===== config.mk =====
export PLATFORM = sky130hd
export DESIGN_NAME = greedy_word_wrap_line_breaker_top
export DESIGN_NICKNAME = d
export VERILOG_FILES = /design/src/rtl/gwwl_pkg.sv /design/src/rtl/greedy_word_wrap_line_breaker_top.sv
export SDC_FILE = /design/constraint.sdc
export NUM_CORES = 1
export LEC_CHECK = 0
export BUFFER_PORTS_ARGS = -buffer_cell sky130_fd_sc_hd__buf_2
export CELL_PAD_IN_SITES_DETAIL_PLACEMENT = 1
export CELL_PAD_IN_SITES_GLOBAL_PLACEMENT = 1
export CORE_MARGIN = 1
export CORE_UTILIZATION = 35
export CTS_BUF_LIST = sky130_fd_sc_hd__clkbuf_8
export CTS_CLUSTER_SIZE = 24
export DETAILED_ROUTE_END_ITERATION = 10
export HOLD_SLACK_MARGIN = 0.1
export PLACE_DENSITY = 0.62
export SLEW_MARGIN = 20
export SYNTH_ARGS = -nofsm -noshare
export SYNTH_HDL_FRONTEND = slang
export SYNTH_SLANG_ARGS = --single-unit

===== constraint.sdc =====
create_clock -name clk -period 5.2 [get_ports clk]
set_input_delay 1.04 -clock clk [delete_from_list [all_inputs] [get_ports clk]]
set_output_delay 1.04 -clock clk [all_outputs]
set_load 0.02 [all_outputs]

===== src/rtl/gwwl_pkg.sv =====
package gwwl_pkg;

  localparam logic [15:0] CODE_TAB   = 16'd9;
  localparam logic [15:0] CODE_SPACE = 16'd32;

  localparam logic REG_LINE_WIDTH = 1'b0;
  localparam logic REG_TAB_WIDTH  = 1'b1;

  localparam logic [15:0] LINE_WIDTH_RST = 16'd640;
  localparam logic [11:0] TAB_WIDTH_RST  = 12'd32;

  localparam int RUN_W = 17;

  typedef struct packed {
    logic [15:0] char_code;
    logic [9:0]  glyph_width;
    logic        para_start;
  } in_item_t;

  typedef struct packed {
    logic [11:0] advance;
    logic        line_break;
    logic [15:0] break_index;
  } out_item_t;

endpackage


===== src/rtl/greedy_word_wrap_line_breaker_top.sv =====
// Greedy word-wrap line breaker. Characters of one paragraph come in one item
// at a time and each gives exactly one result: the advance of the character
// (a tab is expanded to the next tab stop) and, when the line overflows, the
// index of the first character of the new line. An ordinary character stalls
// the input while it passes through S_SUM and S_DONE, and its result is written
// to the output register as it leaves S_DONE; a tab passes through S_MOD first,
// since its advance needs the running width modulo the tab width, worked out by
// one shared restoring subtractor at one quotient bit per cycle over the 17-bit
// width. A finished result waits in the output register while the next item is
// accepted and worked on; while the receiver stalls a result that is still held
// there, the next result waits and the input stays stalled. A tab width of 0
// acts as 1. Configuration writes are taken at any cycle and should only be
// issued while the block is idle.
module greedy_word_wrap_line_breaker_top #(
  parameter int unsigned MAX_PARA_CHARS = 65536
) (
  input  logic               clk,
  input  logic               rst_n,
  input  logic               in_valid,
  output logic               in_stall,
  input  gwwl_pkg::in_item_t in_item,
  output logic               out_valid,
  input  logic               out_stall,
  output gwwl_pkg::out_item_t out_item,
  input  logic               cfg_we,
  input  logic               cfg_index,
  input  logic [15:0]        cfg_wdata
);

  typedef enum logic [3:0] {
    S_IDLE = 4'b0001,
    S_MOD  = 4'b0010,
    S_SUM  = 4'b0100,
    S_DONE = 4'b1000
  } state_t;

  localparam int RW = gwwl_pkg::RUN_W;

  state_t state_r, state_nxt;

  logic [15:0]   line_width_r;
  logic [11:0]   tab_width_r;

  logic [RW-1:0] run_width_r;
  logic          blank_seen_r;
  logic [15:0]   blank_index_r;
  logic [RW-1:0] wtb_r;
  logic [15:0]   char_index_r;

  gwwl_pkg::in_item_t item_r;
  logic [11:0]   rem_r;
  logic [4:0]    div_cnt_r;
  logic [11:0]   cw_r;
  logic [RW-1:0] sum_r;

  logic               out_valid_r;
  gwwl_pkg::out_item_t out_item_r;

  logic [11:0]   tw;
  logic          is_tab, is_blank;
  logic [12:0]   trial;
  logic          trial_ge;
  logic [11:0]   rem_nxt;
  logic          accept, out_free;

  assign tw       = (tab_width_r == 12'd0) ? 12'd1 : tab_width_r;
  assign is_tab   = (item_r.char_code == gwwl_pkg::CODE_TAB);
  assign is_blank = is_tab || (item_r.char_code == gwwl_pkg::CODE_SPACE);
  assign accept   = in_valid && (state_r == S_IDLE);
  assign in_stall = (state_r != S_IDLE);
  assign out_free = !out_valid_r || !out_stall;

  // one restoring step of run_width mod tw
  assign trial    = {rem_r, run_width_r[div_cnt_r]};
  assign trial_ge = (trial >= {1'b0, tw});
  assign rem_nxt  = trial_ge ? 12'(trial - {1'b0, tw}) : trial[11:0];

  // break decision on the registered sum
  logic [RW-1:0] wtb_new;
  logic          bs_new;
  logic          brk;
  logic [15:0]   brk_idx;
  logic [RW-1:0] x_new;
  logic          blank_seen_nxt;
  logic [16:0]   idx_inc;
  logic [15:0]   idx_nxt;

  always_comb begin
    wtb_new        = is_blank ? sum_r : wtb_r;
    bs_new         = is_blank || blank_seen_r;
    brk            = 1'b0;
    brk_idx        = 16'd0;
    x_new          = sum_r;
    blank_seen_nxt = bs_new;
    if (sum_r > {1'b0, line_width_r}) begin
      brk = 1'b1;
      if (bs_new) begin
        brk_idx        = is_blank ? 16'(char_index_r + 16'd1) : 16'(blank_index_r + 16'd1);
        blank_seen_nxt = 1'b0;
        x_new          = RW'(sum_r - wtb_new);
      end else begin
        brk_idx = char_index_r;
        x_new   = {5'd0, cw_r};
      end
    end
    idx_inc = {1'b0, char_index_r} + 17'd1;
    idx_nxt = ({15'd0, idx_inc} >= MAX_PARA_CHARS[31:0]) ? 16'd0 : idx_inc[15:0];
  end

  always_comb begin
    state_nxt = state_r;
    case (state_r)
      S_IDLE: if (in_valid) state_nxt = (in_item.char_code == gwwl_pkg::CODE_TAB) ? S_MOD : S_SUM;
      S_MOD:  if (div_cnt_r == 5'd0) state_nxt = S_SUM;
      S_SUM:  state_nxt = S_DONE;
      S_DONE: if (out_free) state_nxt = S_IDLE;
      default: state_nxt = S_IDLE;
    endcase
  end

  always_ff @(posedge clk) begin
    if (!rst_n) begin
      state_r       <= S_IDLE;
      line_width_r  <= gwwl_pkg::LINE_WIDTH_RST;
      tab_width_r   <= gwwl_pkg::TAB_WIDTH_RST;
      run_width_r   <= '0;
      blank_seen_r  <= 1'b0;
      blank_index_r <= '0;
      wtb_r         <= '0;
      char_index_r  <= '0;
      out_valid_r   <= 1'b0;
    end else begin
      state_r <= state_nxt;
      if (cfg_we) begin
        case (cfg_index)
          gwwl_pkg::REG_LINE_WIDTH: line_width_r <= cfg_wdata;
          gwwl_pkg::REG_TAB_WIDTH:  tab_width_r  <= cfg_wdata[11:0];
          default: ;
        endcase
      end
      // paragraph start clears state before the item is worked on
      if (accept && in_item.para_start) begin
        run_width_r   <= '0;
        blank_seen_r  <= 1'b0;
        blank_index_r <= '0;
        wtb_r         <= '0;
        char_index_r  <= '0;
      end
      if (state_r == S_DONE && out_free) begin
        run_width_r  <= x_new;
        blank_seen_r <= blank_seen_nxt;
        wtb_r        <= wtb_new;
        char_index_r <= idx_nxt;
        if (is_blank) blank_index_r <= char_index_r;
      end
      if (state_r == S_DONE && out_free) begin
        out_valid_r <= 1'b1;
      end else if (!out_stall) begin
        out_valid_r <= 1'b0;
      end
    end
  end

  always_ff @(posedge clk) begin
    if (accept) begin
      item_r    <= in_item;
      rem_r     <= '0;
      div_cnt_r <= 5'(RW - 1);
    end
    if (state_r == S_MOD) begin
      rem_r     <= rem_nxt;
      div_cnt_r <= div_cnt_r - 5'd1;
    end
    if (state_r == S_SUM) begin
      cw_r  <= is_tab ? 12'(tw - rem_r) : {2'd0, item_r.glyph_width};
      sum_r <= RW'(run_width_r + (is_tab ? RW'(tw - rem_r) : RW'(item_r.glyph_width)));
    end
    if (state_r == S_DONE && out_free) begin
      out_item_r.advance     <= cw_r;
      out_item_r.line_break  <= brk;
      out_item_r.break_index <= brk_idx;
    end
  end

  assign out_valid = out_valid_r;
  assign out_item  = out_item_r;

endmodule


==> results of run 1 <==
-- final timing paths --
kind                                       from              end  slack (ps)  depth (start not counted)
worst max-delay path             tab_width_r[1]        sum_r[15]         610                         17
worst min-delay path            line_width_r[4]  line_width_r[4]         450                          2
worst max register to register   tab_width_r[1]        sum_r[15]         610                         17
worst min register to register  line_width_r[4]  line_width_r[4]         450                          2
-- synth_stat cells, types with 8 or more instances --
master	count
nand2_1	139
and3_1	14
a21oi_1	127
nand2b_1	10
and2_1	8
edfxtp_1	101
nand4_1	9
o22ai_1	9
nor2b_1	10
a211oi_1	16
inv_1	58
dfxtp_1	100
a22oi_1	28
nor3_1	32
ha_1	75
clkbuf_1	59
a21o_1	19
a31oi_1	10
nand3_1	31
o21ai_0	62
nor2_1	119
xnor2_1	37
xor2_1	25
mux2i_1	19
nor4_1	8
-- area by class of cell --
type                       count  area, um^2
multi-input combinational    947        6245
clock inverter                28       196.4
timing repair buffer          98       538.0
inverter                      58       217.7
clock buffer                  42       578.1
sequential                   201        5035
tap                          442       553.0
fill                        3854       19420
-- routing by layer --
layer	GRT usage, %	vias up
li1	-	4787
met1	27.78	4852
met2	38.07	191
met3	2.831	58
met4	6.149	0
met5	0	-
-- worst max-delay path, delay by kind of cell, from the launching register on --
family,cells,cell delay (ps)
AO/OA/AOI/OAI,10,2160
adder cells (fa/ha/maj),3,1040
flip-flops,1,470
AND/OR/NAND/NOR,2,450
XOR/XNOR,1,150
buffers and inverters,1,60
-- metrics by stage --
step,worst slack [ps],instance area [um^2],total power [uW],util (%)
5_1_grt,181.0,13360,4235,40.76
3_3_place_gp,822.3,12590,2441,38.40
3_5_place_dp,676.5,12590,2451,38.40
6_report,609.8,13360,4040,40.76
2_1_floorplan,1033,11770,2243,-
4_1_cts,632.8,13360,4091,40.76
-- power groups by stage --
| stage | clock network [uW] | logic [uW] | registers (uW) |
|---|---|---|---|
| 2_1_floorplan | 0 | 419 | 1820 |
| 3_3_place_gp | 0 | 589 | 1850 |
| 3_5_place_dp | 0 | 597 | 1850 |
| 4_1_cts | 1670 | 601 | 1820 |
| 5_1_grt | 1740 | 668 | 1830 |
| 6_report | 1630 | 595 | 1820 |
-- logic make-up after synthesis --
kind of cell	count (synthesis)	synth area share, %
compound gates	353	19.14
xor+xnor	62	4.615
fa+ha+maj	79	8.655
buf+inv	131	4.370
flops	201	42.79
mux	28	2.956
simple gates	425	17.48
-- placed cells by master, fill, tap and decap left out, drive strengths merged, types with 5 or more instances in the layout --
cell	Yosys	layout
or3	7	7
buf	14	98
nor3	35	35
a211o	6	6
and3	14	14
xnor2	37	37
and2	8	8
dfxtp	100	100
or2	5	5
o211a	6	6
nand3	33	33
mux4	5	5
o21ai	65	65
mux2i	19	19
xor2	25	25
nor2b	10	10
o22ai	9	9
edfxtp	101	101
o211ai	6	6
nand2	140	140
o21a	6	6
clkbuf	59	42
nand2b	10	10
nand4	10	10
o2111ai	5	5
o31ai	6	6
a21oi	129	129
ha	75	75
inv	58	65
a311oi	7	7
a21o	20	20
nor2	120	120
a22oi	28	28
clkinv	0	17
nor4	10	10
nor4b	6	6
a211oi	16	16
a31oi	11	11
-- registers in the layout, indices dropped and copies added (netlist names) --
signal         count
blank_index_r     16
blank_seen_r       1
char_index_r      16
cw_r              12
div_cnt_r          5
item_r            26
line_width_r      16
out_item          29
out_valid          1
rem_r             12
run_width_r       17
state_r            4
sum_r             17
tab_width_r       12
wtb_r             17
==> flow_summary.ini, run 1 <==
[routing]
post_drt_wl_per_cell_um = 19.87
dr_wl_met2_mm = 17.52
drt-initial-drc-count = 550
drt-total-wl_mm = 36.08
highest_layer = met4
wl_met3_mm = 1.459
drc = 0
vias = 9888
wl_met1_mm = 16.32
drtAntennaViolNets = 0
avgViaCountPerCell = 5.445
dr.pass1.iters = 5

[yosys]
synth_seq_cells = 201
async_reset_ff_share_pct = 0
ys.warnings.count = 0
syn_area_per_cell_um2 = 9.201
synth_top_cells_by_area = edfxtp_1 26%, dfxtp_1 17%, ha_1 8.0%, a21oi_1 5.4%, nand2_1 4.4%
yosysSeqAreaShare_pct = 42.79
syn-cell-area_um2 = 11770
synth_edf_count = 101
syn_nets = 1407
synth_cells = 1279
synth.distinct_cells = 80
synth.top_cell.area_share_pct = 25.77
synthFlopType = edfxtp_1
synth_area_leader_cell = edfxtp_1

[timing]
fin_hold_ws_ps = 453.2
drv_slew = 0
tightest_slew_ps = 963.1
min_period_over_period_pct = 88.27
setup_viol = 0
max_freq_ghz = 0.2179
relSlewSlack_pct = 35.70
period_needed_ps = 4590
finClkSkew_ps = 23.97
rsz0062_at_grt = false
tns_ps = 0
hold_viol_final = 0

[place]
port_buffers = 79
place_congestion = 0.8491
dp.cells = 1746
post-dp-hpwl_mm = 26.67

[clock_network]
cts_tree = done
cts_buffers = 39
worstSkewPairLatency_ps = 550
ctsResizeCount = 0
cts_root_buf = clkbuf_8
cts_setup_buffers = 0
postCtsHoldBufs = 0
cts_sinks = 201
cts.path.max_buffers = 3
cts_max_level = 2
clk_pin_slew_ps = 60

[die]
die_y_um = 185.4
die_area_um2 = 34360
placeableCoreArea_um2 = 32780
pin_count = 80
row_count = 66
initial_core_util_pct = 35.89
die_x_um = 185.4

[outcome]
status = complete, no violations

[grt]
grt_pass1_vias = 10170
antenna_found_initial = 0
grt_max_degree = 47
grt_overflow = 0
grt_use_total_pct = 21.74
grt_pass1_wl_mm = 57.28

[power]
pwr-share-clk_pct = 40.2
p_leak_uw = 0.005042
p_per_area_nw_per_um2 = 302.4
max-vdd-ir-drop_v = 0.0001572
sequentialPowerShare_pct = 45.1
swShare_pct = 29.04
comb_power_share_pct = 14.7
p_int_uw = 2867
power_switching_uw = 1173

[setup_path]
slowest_delay_ps = 530
critPathKind = reg -> reg
crit_chain = nor4_1, a31oi_1, ha_1, inv_1, fa_1, a211oi_1, o21bai_1, a31oi_1, o21ai_1, or3_1, a311oi_2, ha_1, a21o_1, a21o_1, a21oi_1, o21ai_0, xor2_1
crit_path_end_kind = flop
crit_slowest_cell = a311oi_2
crit_fanout = 6
worst_setup_path_start_kind = flop
cp_data_arrival_time_ps = 4860
critical_path_required_ps = 5470

[finish]
diodes = 0
drive_gt1_share_pct = 13.83
area_delta_synth_final_pct = 13.56
stdcell_count = 1816
final_nets = 1473

[job]
maxCapViolations = 0

[hold_path]
hp-class = reg -> reg
(Power assumes the default switching activity.)
==> inputs of run 2 (changes only) <==
--- a/config.mk
+++ b/config.mk
@@ -7,14 +7,14 @@
 export LEC_CHECK = 0
 export BUFFER_PORTS_ARGS = -buffer_cell sky130_fd_sc_hd__buf_2
 export CELL_PAD_IN_SITES_DETAIL_PLACEMENT = 1
-export CELL_PAD_IN_SITES_GLOBAL_PLACEMENT = 1
+export CELL_PAD_IN_SITES_GLOBAL_PLACEMENT = 2
 export CORE_MARGIN = 1
 export CORE_UTILIZATION = 35
 export CTS_BUF_LIST = sky130_fd_sc_hd__clkbuf_8
 export CTS_CLUSTER_SIZE = 24
 export DETAILED_ROUTE_END_ITERATION = 10
 export HOLD_SLACK_MARGIN = 0.1
-export PLACE_DENSITY = 0.62
+export PLACE_DENSITY = 0.74
 export SLEW_MARGIN = 20
 export SYNTH_ARGS = -nofsm -noshare
 export SYNTH_HDL_FRONTEND = slang
==> run 2 against run 1 <==
  * Non-clock buffer count grew 1
  * Highest routed layer unchanged
  * Largest cell class unchanged
  * Setup slack gained 96 ps
  * Core utilization barely moved
  * Largest power group unchanged
  * Wire length is 0.10% lower
  * Critical endpoint is now sum_r[13]
==> flow_summary.ini, run 2 (synthesis results as in run 1) <==
[outcome]
status = complete, no violations

[setup_path]
critical_path_required_ps = 5480
r2r-end = sum_r[13]
crit_chain = nor4_1, a31oi_1, ha_1, inv_1, fa_1, a211oi_1, o21bai_1, a31oi_1, o21bai_1, xnor2_1, o21ai_0, ha_1, and3_1, a31o_2, o41a_1, a21o_1, a21oi_1, xnor2_1
r2r-start = tab_width_r[1]
path_delay_family = compound AO/OA/AOI/OAI gates
slowest_delay_ps = 470
worst_setup_path_start_kind = flop
worst-r2r-cell-count = 18
cp.depth = 18
crit_path_end_kind = flop
crit_slowest_cell = dfxtp_1
crit_fanout = 6
path_buf_inv = 1
cp_data_arrival_time_ps = 4780
critPathKind = reg -> reg
r2r_slack_ps = 710

[finish]
largest_reg_flops = 29
final_common_cell = nand2_1
area_delta_synth_final_pct = 13.60
design_area_um2 = 13370
drive_gt1_share_pct = 13.87
fin_util_pct = 40.78
layout_common_cells = 139 x nand2_1, 126 x a21oi_1, 119 x nor2_1
final_nets = 1474

[clock_network]
cts_tree = done
postCtsHoldBufs = 0
cts_buffers = 39
cts_sinks = 201
cts_max_level = 2
clk_pin_slew_ps = 60
cts_root_buf = clkbuf_8
ctsResizeCount = 0
cts_setup_buffers = 0
cts.path.max_buffers = 3
worstSkewPairLatency_ps = 550

[routing]
highest_layer = met4
avgViaCountPerCell = 5.392
wl_met3_mm = 1.348
drtAntennaViolNets = 0
drt-total-wl_mm = 36.04
wl_met1_mm = 16.72
drt-initial-drc-count = 427
vias = 9814
post_drt_wl_per_cell_um = 19.80
drc = 0
dr.pass1.iters = 5
dr_wl_met2_mm = 17.02

[place]
port_buffers = 79
place_congestion = 0.8747
place_worst_setup_slack_ps = 703.0
dpl_cell_area_um2 = 12590
post-dp-hpwl_mm = 26.57

[grt]
grt_overflow = 0
grt_pass1_wl_mm = 56.78
antenna_found_initial = 0
grt_max_degree = 52
grt_pass1_vias = 10140
grt_use_total_pct = 21.52

[timing]
rsz0062_at_grt = false
min_period_over_period_pct = 86.43
fin_ws_ps = 705.6
period_needed_ps = 4494
setup_viol = 0
tightest_slew_ps = 1021
hold_viol_final = 0
relSlewSlack_pct = 31.92
finClkSkew_ps = 27.95
max_freq_ghz = 0.2225
drv_slew = 0
tns_ps = 0

[hold_path]
hp-class = reg -> reg
hold_path_depth = 2
holdPathEnd = line_width_r[1]
hp-start = line_width_r[1]

[die]
placeableCoreArea_um2 = 32780
die_x_um = 185.4
pin_count = 80
die_area_um2 = 34360
die_y_um = 185.4
row_count = 66
initial_core_util_pct = 35.89

[power]
p_leak_uw = 0.005060
p_per_area_nw_per_um2 = 298.5
finalPower_uw = 3990
max-vdd-ir-drop_v = 0.0001682

[job]
maxCapViolations = 0
## run 2: cell count changes in the layout (fill, tap and decap cells not counted), sizes merged
cell,delta
clkinvlp,+3
clkinv,-9
inv,+8
bufinv,-1
diode,+1
clkbuf,+1
buf,+1
## run 2: report_power, final
part	switching [uW]	internal [uW]	leakage, uW	total [uW]
Clock	710	863	0.000440	1570
Combinational	376	219	0.00288	594
Sequential	68.4	1750	0.00174	1820
Total	1150	2840	0.00506	3990
## run 2: metrics by stage
stage,hold WS [ps],cells
2_1_floorplan,420.4,1279
3_3_place_gp,447.8,1747
3_5_place_dp,448.6,1747
4_1_cts,455.7,1819
5_1_grt,479.2,1819
6_report,452.7,1820
## run 2: metal layers
| metal | up-vias | GRT usage, % |
|---|---|---|
| met4 | 0 | 6.876 |
| met1 | 4789 | 28.25 |
| li1 | 4796 | - |
| met3 | 57 | 3.008 |
| met5 | - | 0 |
| met2 | 172 | 36.24 |
## run 2: layout make-up
| class | count | area (um^2) |
|---|---|---|
| diodes | 1 | 2.502 |
| clock buffers | 43 | 591.8 |
| clock inverters | 29 | 181.4 |
| fillers | 3887 | 19420 |
| inverters | 58 | 217.7 |
| multi-input cells | 947 | 6241 |
| flip-flops and latches | 201 | 5035 |
| well taps | 442 | 553.0 |
| repair buffers | 99 | 545.5 |
## run 2: worst reg2reg max path, delay by kind of cell, from the launching register on
kind / cells / cell delay [ps]
DFF: 1 / 470
AOI/OAI and AO/OA: 10 / 2220
and+or+nand+nor: 2 / 310
xor gates and xnor gates: 2 / 210
buffers and inverters: 1 / 50
adders and majority gates: 3 / 990
## run 2: how the worst max path moves through the flow
| stage | startpoint | end | slack, ps |
|---|---|---|---|
| after detailed placement | tab_width_r[1] | sum_r[13] | 700 |
| after floorplan | state_r[2] | state_r[0] | 1030 |
| final | tab_width_r[1] | sum_r[13] | 710 |
| after CTS | tab_width_r[1] | sum_r[13] | 690 |
| after global placement | tab_width_r[1] | sum_r[15] | 810 |
| after global routing | tab_width_r[1] | sum_r[13] | 250 |
==> inputs of run 3 (changes only) <==
--- a/config.mk
+++ b/config.mk
@@ -8,6 +8,7 @@
 export BUFFER_PORTS_ARGS = -buffer_cell sky130_fd_sc_hd__buf_2
 export CELL_PAD_IN_SITES_DETAIL_PLACEMENT = 1
 export CELL_PAD_IN_SITES_GLOBAL_PLACEMENT = 2
+export CORE_ASPECT_RATIO = 0.75
 export CORE_MARGIN = 1
 export CORE_UTILIZATION = 35
 export CTS_BUF_LIST = sky130_fd_sc_hd__clkbuf_8
==> run 3 against run 2 <==
  * Die area about the same
  * Core utilization down 0.20 points
  * Worst hold slack better by 3.3 ps
  * Clock skew up 8.0 ps
  * Sequential cell count unchanged
  * Global-route usage up 0.90 points
  * Final cell count down 0.33%
  * Non-clock buffer count unchanged
  * Sequential power about the same
  * Cell area down 0.63%
==> flow_summary.ini, run 3 (synthesis results as in run 1) <==
[setup_path]
crit_fanout = 6
cp_data_arrival_time_ps = 4880
r2r-end = sum_r[15]
r2r-start = tab_width_r[1]
critPathKind = reg -> reg
slowest_delay_ps = 480
critical_path_required_ps = 5520
crit_chain = nor4_1, a31oi_1, ha_1, inv_1, fa_1, a211oi_1, o21bai_1, a31oi_1, o21ai_1, or3_1, a311oi_2, buf_4, ha_1, a21o_1, a21o_1, a21oi_1, o21ai_0, xor2_1
path_buf_inv = 2
path_delay_family = compound AO/OA/AOI/OAI gates
crit_slowest_cell = dfxtp_1
crit_path_end_kind = flop
r2r_slack_ps = 640
worst_setup_path_start_kind = flop
worst-r2r-cell-count = 18

[timing]
rsz0062_at_grt = false
hold_viol_final = 0
relSlewSlack_pct = 34.58
tns_ps = 0
period_needed_ps = 4558
setup_viol = 0
tightest_slew_ps = 978.2
max_freq_ghz = 0.2194
min_period_over_period_pct = 87.65
finClkSkew_ps = 35.98
drv_slew = 0

[grt]
grt_overflow = 0
grt_pass1_vias = 9816
grt_pass1_wl_mm = 58.71
grt_use_total_pct = 22.42
grt_max_degree = 52
antenna_found_initial = 1

[place]
place_congestion = 0.8975
dp.cells = 1747
post-dp-hpwl_mm = 27.72
dpl_cell_area_um2 = 12590
port_buffers = 79

[die]
die_y_um = 160.8
die_x_um = 213.7
placeableCoreArea_um2 = 32740
pin_count = 80
die_area_um2 = 34370
initial_core_util_pct = 35.95
row_count = 57

[clock_network]
clk_pin_slew_ps = 60
ctsResizeCount = 0
cts_sinks = 201
worstSkewPairLatency_ps = 570
cts_buffers = 37
postCtsHoldBufs = 0
cts_tree = done
cts_setup_buffers = 0
cts_max_level = 2
cts.path.max_buffers = 3
cts_root_buf = clkbuf_8

[power]
max-vdd-ir-drop_v = 0.0001327
finalPower_uw = 3911
p_leak_uw = 0.005015
p_per_area_nw_per_um2 = 294.4

[routing]
drt-initial-drc-count = 555
avgViaCountPerCell = 5.518
dr.pass1.iters = 4
post_drt_wl_per_cell_um = 20.71
drt-total-wl_mm = 37.57
drc = 0
drtAntennaViolNets = 0
vias = 10010

[hold_path]
holdPathEnd = line_width_r[11]
hp-class = reg -> reg
hold_path_depth = 2
hp-start = line_width_r[11]

[finish]
final_common_cell = nand2_1
stdcell_count = 1814
drive_gt1_share_pct = 13.48
design_area_um2 = 13280
final_nets = 1472
area_delta_synth_final_pct = 12.89
largest_reg_flops = 29
diodes = 0
layout_common_cells = 139 x nand2_1, 125 x a21oi_1, 119 x nor2_1

[job]
maxCapViolations = 0

[outcome]
status = complete, no violations
==> run 3: cell count changes in the layout (fill, tap and decap cells not counted), sizes merged <==
| cell | delta |
|---|---|
| bufinv | -1 |
| clkbuf | -3 |
| clkinv | +7 |
| clkinvlp | -4 |
| diode | -1 |
| inv | -4 |
==> run 3: metal layers <==
metal	wire [um]	up-vias	track usage (%)
li1	-	4801	-
met1	20060	4930	35.75
met2	14520	234	29.86
met3	2368	45	4.752
met4	614	0	5.390
met5	0	-	0
==> run 3: worst max-delay path by stage <==
| stage | slack [ps] | startpoint | end | cells after the start |
|---|---|---|---|---|
| after floorplan | 1030 | state_r[2] | state_r[0] | 3 |
| after detailed placement | 660 | tab_width_r[1] | sum_r[15] | 18 |
| final | 640 | tab_width_r[1] | sum_r[15] | 18 |
| after CTS | 640 | tab_width_r[1] | sum_r[15] | 18 |
| after global placement | 770 | tab_width_r[1] | sum_r[13] | 18 |
| after global routing | 300 | tab_width_r[1] | sum_r[13] | 18 |
==> run 3: through the flow <==
| step | setup slack (ps) | utilization [%] | hold slack [ps] |
|---|---|---|---|
| after floorplan | 1033 | - | 420.4 |
| after global placement | 773.6 | 38.46 | 445.4 |
| after detailed placement | 660.5 | 38.46 | 450.2 |
| after CTS | 637.2 | 40.56 | 458.7 |
| after global routing | 302.2 | 40.58 | 473.8 |
| final | 642.5 | 40.58 | 456.0 |
==> run 3: power by group <==
part | switching [uW] | total (uW) | internal [uW]
logic | 382 | 599 | 217
registers | 70.0 | 1820 | 1750
clock network | 727 | 1490 | 760
==> run 3: layout make-up <==
cell class	instances	area [um^2]
fill	3788	19450
timing repair buffer	99	545.5
clock buffer	40	550.5
multi-input combinational	947	6245
tap	442	553.0
clock inverter	27	137.6
inverter	58	217.7
sequential	201	5035
==> run 3: worst min-delay path: cells and delay by family, from the launching register on <==
kind | cells | cell delay (ps)
AO/OA/AOI/OAI | 1 | 50
flip-flops | 1 | 310
AND/OR/NAND/NOR | 1 | 50
